**src/rtl/dpfc_div.sv**
```systemverilog
// Restoring divider, two quotient bits per cycle.
module dpfc_div #(
  parameter int DIVIDEND_W = 20,
  parameter int DIVISOR_W  = 10
) (
  input  logic                  clk,
  input  logic                  rst,
  input  logic                  start,
  input  logic [DIVIDEND_W-1:0] dividend,
  input  logic [DIVISOR_W-1:0]  divisor,
  output logic                  done,
  output logic [DIVIDEND_W-1:0] quotient,
  output logic [DIVISOR_W-1:0]  remainder
);

  localparam int DW    = 2 * ((DIVIDEND_W + 1) / 2);
  localparam int CYC   = DW / 2;
  localparam int CNT_W = (CYC > 1) ? $clog2(CYC) : 1;

  logic [DW-1:0]        q;
  logic [DW-1:0]        q_next;
  logic [DIVISOR_W-1:0] r;
  logic [DIVISOR_W-1:0] r_next;
  logic [DIVISOR_W:0]   t;
  logic [CNT_W-1:0]     cnt;
  logic                 busy;

  always_comb begin
    q_next = q;
    r_next = r;
    t      = '0;
    for (int s = 0; s < 2; s++) begin
      t      = {r_next, q_next[DW-1]};
      q_next = {q_next[DW-2:0], 1'b0};
      if (t >= {1'b0, divisor}) begin
        t         = t - {1'b0, divisor};
        q_next[0] = 1'b1;
      end
      r_next = t[DIVISOR_W-1:0];
    end
  end

  always_ff @(posedge clk) begin
    if (rst) begin
      busy <= 1'b0;
      done <= 1'b0;
      cnt  <= '0;
    end else begin
      done <= 1'b0;
      if (start) begin
        busy <= 1'b1;
        cnt  <= '0;
      end else if (busy) begin
        cnt <= cnt + 1'b1;
        if (cnt == CNT_W'(CYC - 1)) begin
          busy <= 1'b0;
          done <= 1'b1;
        end
      end
    end
  end

  always_ff @(posedge clk) begin
    if (start) begin
      q <= DW'(dividend);
      r <= '0;
    end else if (busy) begin
      q <= q_next;
      r <= r_next;
    end
  end

  assign quotient  = DIVIDEND_W'(q);
  assign remainder = r;

endmodule
```
**config.mk**
```make
export PLATFORM = sky130hd
export DESIGN_NAME = dpfc_div
export DESIGN_NICKNAME = d
export VERILOG_FILES = /design/src/rtl/dpfc_div.sv
export SDC_FILE = /design/constraint.sdc
export NUM_CORES = 1
export LEC_CHECK = 0
export ABC_CLOCK_PERIOD_IN_PS = 8600
export BUFFER_PORTS_ARGS = -buffer_cell sky130_fd_sc_hd__buf_2
export CAP_MARGIN = 15
export CORE_MARGIN = 2
export CORE_UTILIZATION = 50
export CTS_CLUSTER_SIZE = 10
export DETAILED_ROUTE_END_ITERATION = 12
export GPL_TIMING_DRIVEN = 0
export PLACE_DENSITY_LB_ADDON = 0.3
export SYNTH_ARGS = -nofsm -noshare
export SYNTH_HDL_FRONTEND = slang
export SYNTH_SLANG_ARGS = --single-unit
```
**constraint.sdc**
```tcl
create_clock -name clk -period 8.6 [get_ports clk]
set_input_delay 0.86 -clock clk [delete_from_list [all_inputs] [get_ports clk]]
set_output_delay 0.86 -clock clk [all_outputs]
set_load 0.005 [all_outputs]
```
# == After elaboration in Yosys (flattened, before gate mapping) ==
# Index checks and enable logic that the tools add are counted.
# classes
reduce_logical,3
n_addsub,3
n_mux,10
n_eq_ne,1
magnitude_cmp,2
bitwise_logic,1
# ops
op,n
$mux W20,2
$ge A11 B10 Y1,2
$mux W10,2
$sub A10 B10 Y10,2
$mux W1,6
$add A4 B1 Y4 const B,1
$eq A4 B4 Y1 const B,1
$reduce_or A3 Y1,1
$reduce_bool A2 Y1,1
$reduce_or A2 Y1,1
$not A1 Y1,1
# word_totals
register_bits,36
inputBits,33

# == Logic depth before layout (Yosys ltp) ==
# Gate-level depths: netlist of run 1.
# depth
ltp_word,6
depth_mapped,18
mapped_depth_nobuf,17

# == Worst setup path before layout of run 1 ==
# No wires, ideal clock.
# synth_path
path_kind,input-to-reg
startpoint,input port divisor[2]
endpoint,"register q[0] (netlist: quotient[0]), data pin"
slack_ps,3960
cell_stages,17
setup_time_ps,260
path_buffers,2
required_ps,8340
arrival_ps,4380
path_cell_list,inv_1 > ha_1 > a21oi_2 > a211oi_1 > or3_1 > o41a_1 > buf_6 > mux2_4 > inv_1 > ha_1 > nor2b_1 > o2111ai_1 > a31oi_1 > a311oi_1 > o21ai_0 > buf_2 > mux2_2
# synth_between
elab_chain_cells,6
word_cells_on_any_way,7
cone_classes,1 x add/sub; 2 x order compare; 4 x mux
# synth_rtl
item,line_no,rtl
from (decl),10,"input logic [DIVISOR_W-1:0] divisor,"
$sub A10 B10 Y10 or $ge A11 B10 Y1 (tied branches),"36, 35",
$mux W10,35,"if (t >= {1'b0, divisor}) begin"
$ge A11 B10 Y1 (*),35,
$mux W1 (*),35,
$mux W20 (*),67,end else if (busy) begin
$mux W20 (*),64,if (start) begin
to (signal assigned),65,q <= DW'(dividend);
to (signal assigned),68,q <= q_next;
to (decl),20,logic [DW-1:0] q;
# Every way passes the cells marked *; elsewhere a longest branch is shown, timed or not. The select of a mux whose other input is x is not followed.
# A chain may end at the register's enable or synchronous reset.

# == Final worst setup path of run 1 ==
# layout_path
startpoint,input port divisor[2]
endpoint,register r[4] (netlist: remainder[4])
# layout_between
elab_chain_cells,4
word_cells_on_any_way,6
cone_classes,2 x add/sub; 2 x order compare; 2 x mux
# layout_rtl
item,line_no,rtl
$sub A10 B10 Y10 or $ge A11 B10 Y1 (tied branches),"36, 35",
$mux W10,35,
$sub A10 B10 Y10 or $ge A11 B10 Y1 (tied branches),"36, 35",
$mux W10 (*),35,
to (signal assigned),69,r <= r_next;
to (decl),22,logic [DIVISOR_W-1:0] r;
# Every way passes the cells marked *; elsewhere a longest branch is shown, timed or not.

==> summary.md, run 1 <==
| Metric | Value |
|---|---|
| Final Hold Viols | 0 |
| Hold-critical path endpoint | remainder[9] |
| Initial Util | 53.0% |
| Clock Pin Slew Worst Setup and Hold Paths | 0.08 ns |
| Average wire per standard cell | 15.3 microns |
| Pins Over Slew Limit | 0 |
| Req. time, crit path | 8.74 ns |
| Vias in the first global route | 1938 |
| Final worst path period share | 58.6% |
| Final WL | 5.97 mm |
| Setup Viol. Count Final | 0 |
| Hold Buf Count CTS | 0 |
| CTS tree | built |
| IO buf count | 63 |
| Final worst setup slack | 3.56 ns |
| IO Count | 64 |
| Initial antenna violation count | 0 |
| Layout cell share with drive strength beyond 1 | 31.2% |
| Via density | 5.41 |
| Syn Nets | 310 |
| Die W | 75.4 microns |
| Largest net degree at the start of global routing | 23 |
| Antenna Cells | 0 |
| Max H-tree Level | 2 |
| Clock tree buffer depth | 2 |
| Yosys reg bits | 36 |
| Number of flops mapped to enable cells by yosys | 20 |
| Seq/Total Area, Yosys | 36.1% |
| Post-detail-place hpwl | 4.59 mm |
| Clk_lat worst skew | 0.29 ns |
| Slew Limit Headroom | 42.1% |
| Unrepaired setup endpoints after global routing | no |
| Global-route wire length before repair | 9.16 mm |
| Post-route setup TNS | 0 ns |
| Final net count | 380 |
| Internal reg-to-reg setup slack | 3.92 ns |
| Filler cell count in the final layout | 442 |
| Post-CTS Resized | 0 |
| Pre-CTS setup slack | 3.37 ns |
| CORE AREA | 4820 sq um |
| Netlist cell types | 44 |
| RePlAce Congestion | 0.885 |
| Clk sink count | 36 |
| Max Cap Viol | 0 |
| Critical path class | in2reg |
| Ys async rst share | 0% |
| Hold Path Origin | remainder[9] |
| Total GRT Usage | 21.7% |
| Min-Delay Path Depth | 2 |
| P&R area growth vs syn | 18.9% |
| Max Fclk | 199 MHz |
| WP data arrival | 5.18 ns |
| Detailed Route Iter0 Violations | 117 |
| CP Launch Type | input pin |
| Routed Antenna Nets | 0 |
| Worst Hold Class | reg2reg |
| Reg-to-Reg Start | remainder[1] |
| Pleak | 1.39 nW |
| Root Driver | clkbuf_8 |
| Routed via count | 2117 |
| Die area | 5690 sq um |
| Cell area after synthesis | 2550 sq um |
| Slew @ Worst Pin | 0.868 ns |
| DRT Pass-1 Iters | 4 |
| Top_reg_cell synth | edfxtp_1 |
| Worst Skew | 0.00661 ns |
| Mean Syn Cell Area | 10.1 sq um |
| CP endpoint kind | register |
| Pwr Total | 0.000916 W |
| Max VDD drop | 0.140 mV |
| Warnings, synthesis | 0 |
| Post-CTS Setup Bufs | 0 |
| GR Overflow Total | 0 |
| Synth Instances | 253 |
| Reg2reg end | remainder[4] |
| Final worst path period need | 5.04 ns |
| Worst R2R Path Depth | 17 |
| Die height | 75.4 microns |
| CP Max Fanout | 10 |
| Rows | 25 |
| Outcome | finished, final reports clean |
| CTS Buf Count | 5 |
| PwrDens | 302 nW/um^2 |
| Remaining DRCs | 0 |
[flip-flops by register name, indices dropped and copies added, names as in the netlist]
name,count
quotient,20
busy,1
cnt,4
done,1
remainder,10
[area by class of cell]
cell class / count / area (sq um) / share of cell area [%]
multi-input combinational: 192 / 1530 / 50.4
timing repair buffer: 63 / 315 / 10.4
sequential: 36 / 921 / 30.4
clock inverter: 2 / 11.3 / 0.371
inverter: 19 / 71.3 / 2.35
tap: 67 / 83.8 / 2.76
clock buffer: 6 / 72.6 / 2.39
buffer: 6 / 31.3 / 1.03
[power by group]
group	total (W)	internal [W]	switching (W)
clock network	0.000119	0.0000562	0.0000631
registers	0.000244	0.000218	0.0000257
logic	0.000553	0.000260	0.000293
[through the flow]
step / hold WS, ns / area [sq um] / cells / util [%]
6_report: 0.510 / 3030 / 391 / 63.0
4_1_cts: 0.514 / 3030 / 391 / 63.0
3_3_place_gp: 0.496 / 2950 / 383 / 61.2
2_1_floorplan: 0.482 / 2550 / 253 / -
3_5_place_dp: 0.503 / 2950 / 383 / 61.2
5_1_grt: 0.551 / 3030 / 391 / 63.0
[how the worst max path moves through the flow]
stage,start,end,slack [ns],cells after the start
floorplan,divisor[2],quotient[0],3.96,17
global placement,divisor[2],remainder[4],3.40,19
detailed placement,divisor[2],remainder[4],3.37,19
CTS,divisor[2],remainder[4],3.63,19
global route,divisor[6],remainder[4],3.30,19
finish,divisor[2],remainder[4],3.56,19
[placed cells by master, fill, tap and decap left out, types with 4 or more instances in the layout]
cell type,n
xnor2_1,8
nor2b_1,4
a21o_1,7
buf_2,64
clkbuf_8,5
clkbuf_1,5
dfxtp_1,16
ha_1,22
edfxtp_1,20
nor2_1,9
o21ai_0,15
nand2_1,16
a21oi_1,15
mux2i_1,10
xor2_1,8
nor3_1,8
or3_1,4
inv_1,19
mux2_2,26
[cell usage after synthesis (all sizes together) (2+ instances only)]
library cell	number	area (sq um)
a211oi	3	22.5
a21o	7	52.6
a21oi	16	83.8
a22o	2	18.8
a31oi	2	12.5
and4	2	17.5
buf	2	16.3
clkbuf	4	15.0
dfxtp	16	320
edfxtp	20	601
fa	2	40.0
ha	22	275
inv	19	71.3
mux2	27	308
mux2i	10	100
nand2	16	60.1
nand2b	3	18.8
nand3	2	10.0
nand3b	3	22.5
nand4	3	18.8
nor2	9	33.8
nor2b	4	25.0
nor3	8	40.0
o21a	2	15.0
o21ai	15	75.1
o22ai	3	18.8
or3	4	25.0
xnor2	8	70.1
xor2	8	70.1
[cell families after synthesis]
| kind of cell | synth area share [%] |
|---|---|
| XOR/XNOR | 5.49 |
| flip-flops | 36.1 |
| buffers and inverters | 4.02 |
| AND/OR/NAND/NOR | 11.2 |
| AO/OA/AOI/OAI | 14.8 |
| multiplexers | 16.0 |
| adder cells (fa/ha/maj) | 12.4 |
[worst max-delay path, cell delays in order]
cell       delay [ns]
buf_2            0.07
inv_1            0.06
ha_1             0.40
a21oi_2          0.22
a211oi_1         0.11
or3_1            0.42
o41a_1           0.35
buf_6            0.16
mux2_4           0.23
inv_1            0.04
ha_1             0.27
nor2b_1          0.16
o2111ai_1        0.18
a31oi_1          0.29
a311oi_1         0.09
o21ai_0          0.46
buf_2            0.40
mux2i_1          0.29
o22ai_1          0.11
[per-layer routing]
metal / routed length, microns / GRT usage [%]
met5: 0 / 0
met2: 2750 / 34.2
met3: 326 / 4.23
met4: 75 / 7.60
met1: 2820 / 29.8
(Power assumes the default switching activity.)
==> inputs of run 2 (changes only) <==
--- a/config.mk
+++ b/config.mk
@@ -5,11 +5,11 @@
 export SDC_FILE = /design/constraint.sdc
 export NUM_CORES = 1
 export LEC_CHECK = 0
-export ABC_CLOCK_PERIOD_IN_PS = 8600
+export ABC_CLOCK_PERIOD_IN_PS = 4240
 export BUFFER_PORTS_ARGS = -buffer_cell sky130_fd_sc_hd__buf_2
 export CAP_MARGIN = 15
 export CORE_MARGIN = 2
-export CORE_UTILIZATION = 50
+export CORE_UTILIZATION = 48
 export CTS_CLUSTER_SIZE = 10
 export DETAILED_ROUTE_END_ITERATION = 12
 export GPL_TIMING_DRIVEN = 0
==> constraint.sdc (replaced) <==
create_clock -name clk -period 4.24 [get_ports clk]
set_input_delay 0.424 -clock clk [delete_from_list [all_inputs] [get_ports clk]]
set_output_delay 0.424 -clock clk [all_outputs]
set_load 0.005 [all_outputs]
==> run 2 against run 1 <==
  * Via count up 2.8%
  * Highest routed layer unchanged
  * Sequential share of layout area down 1.1 points
  * Critical path type is now reg2reg
  * Cell area rose by 4.5%
  * First-iteration DRC count down 47%
  * Clock power increased by 120%
  * Flip-flop and latch count unchanged
  * Sequential power is 100% higher
==> summary.md, run 2 (same netlist as run 1, synthesis figures left out) <==
| Metric | Value |
|---|---|
| Outcome | finished, final reports clean |
| IO Count | 64 |
| Post-detail-place hpwl | 4.37 mm |
| CTS Buf Count | 5 |
| CORE AREA | 5110 sq um |
| Via density | 5.48 |
| Root Driver | clkbuf_8 |
| Most common cell after layout, fill and taps aside | buf_2 |
| Final net count | 383 |
| Clk_lat worst skew | 0.30 ns |
| Critical path class | reg2reg |
| Reg-to-Reg Start | remainder[3] |
| CTS tree | built |
| Worst R2R Path Depth | 16 |
| CP endpoint | quotient[0] |
| Slew Limit Headroom | 40.3% |
| Hold Path Origin | rst |
| Global-route wire length before repair | 9.56 mm |
| Slew @ Worst Pin | 0.895 ns |
| Worst Skew | 0.0124 ns |
| WP data arrival | 4.15 ns |
| IO buf count | 63 |
| Rows | 26 |
| Routed Antenna Nets | 0 |
| Total GRT Usage | 20.3% |
| Die W | 76.9 microns |
| Max Fclk | 244 MHz |
| Remaining DRCs | 0 |
| Final Hold Viols | 0 |
| Pleak | 1.41 nW |
| Worst Hold Class | in2reg |
| Area occupied by multi-input gates | 1620 sq um |
| Final worst path period need | 4.10 ns |
| Post-layout util | 62.1% |
| Largest net degree at the start of global routing | 23 |
| P&R area growth vs syn | 24.3% |
| Initial antenna violation count | 0 |
| Setup crit start | remainder[3] |
| Final WL | 5.85 mm |
| PwrDens | 625 nW/um^2 |
| Layout cell share with drive strength beyond 1 | 37.0% |
| Final worst setup slack | 0.140 ns |
| Routed via count | 2177 |
| DRT Pass-1 Iters | 4 |
| Most frequent cells in the layout | buf_2 (63), mux2_2 (26), edfxtp_1 (20) |
| CP Launch Type | register |
| Max H-tree Level | 2 |
| Pins Over Slew Limit | 0 |
| Max VDD drop | 0.254 mV |
| Filler cell count in the final layout | 432 |
| Post-route setup TNS | 0 ns |
| Initial Util | 50.0% |
| CP endpoint kind | register |
| Setup Viol. Count Final | 0 |
| Internal reg-to-reg setup slack | 0.14 ns |
| Reg2reg end | quotient[0] |
| Reg area | 927 sq um |
| Detailed Route Iter0 Violations | 62 |
| Average wire per standard cell | 14.7 microns |
| Clk sink count | 36 |
| GR Overflow Total | 0 |
| Clock Pin Slew Worst Setup and Hold Paths | 0.08 ns |
| CP Max Fanout | 10 |
| RePlAce Congestion | 0.822 |
| Smallest hold slack | 0.383 ns |
| Req. time, crit path | 4.29 ns |
| Pwr Total | 0.00198 W |
| Antenna Cells | 0 |
| Final worst path period share | 96.7% |
| Die height | 76.9 microns |
| Vias in the first global route | 2103 |
| Largest register FFs | 20 |
| Hold Buf Count CTS | 0 |
| Pre-CTS setup slack | -0.605 ns |
| Die area | 5910 sq um |
| Clock tree buffer depth | 2 |
| Max Cap Viol | 0 |
run 2: repair_timing:
| action | CTS | global route |
|---|---|---|
| setup buffers | 1 | 2 |
| setup endpoints to repair | 11 | 11 |
| pin swaps | 2 | 4 |
| resized for setup | 6 | 17 |
run 2: worst min-delay path by stage:
| stage | endpoint | slack (ns) | cells after the start |
|---|---|---|---|
| floorplan | done | 0.48 | 2 |
| global placement | remainder[2] | 0.49 | 2 |
| detailed placement | remainder[3] | 0.50 | 2 |
| CTS | busy | 0.37 | 2 |
| global route | cnt[0] | 0.40 | 2 |
| finish | busy | 0.38 | 2 |
run 2: worst max-delay path, stage by stage, from the launching register on:
cell and delay, ns:
dfxtp_1 0.42, ha_4 0.25, a21oi_2 0.16, o22ai_1 0.12
or3_1 0.39, o41a_1 0.33, buf_6 0.16, mux2_4 0.32
inv_1 0.06, ha_1 0.22, nor2b_1 0.16, o2111ai_2 0.28
a31oi_4 0.14, a311oi_2 0.29, o21ai_2 0.11, buf_6 0.17
mux2_2 0.25
run 2: per-layer routing:
layer	vias to the layer above	part of all wire (%)	GRT usage (%)
li1	1090	-	-
met1	1021	44	24.1
met2	59	50	36.1
met3	7	4.8	4.71
met4	0	1.3	6.55
met5	-	0	0
run 2: area by class of cell:
cell class                 count  area share, %
timing repair buffer          66           10.7
sequential                    36           29.2
multi-input combinational    192           51.1
clock buffer                   8           2.84
inverter                      19           2.25
tap                           70           2.76
buffer                         6           1.18
run 2: where the power goes:
part           internal, W  total, W  switching (W)
sequential        0.000446  0.000500      0.0000542
clock             0.000133  0.000261       0.000129
combinational     0.000603   0.00122       0.000618
total              0.00118   0.00198       0.000801
run 2: through the flow:
step | instances | area, sq um
floorplan | 253 | 2550
global placement | 386 | 2950
detailed placement | 386 | 2950
CTS | 395 | 3070
global route | 397 | 3170
finish | 397 | 3170
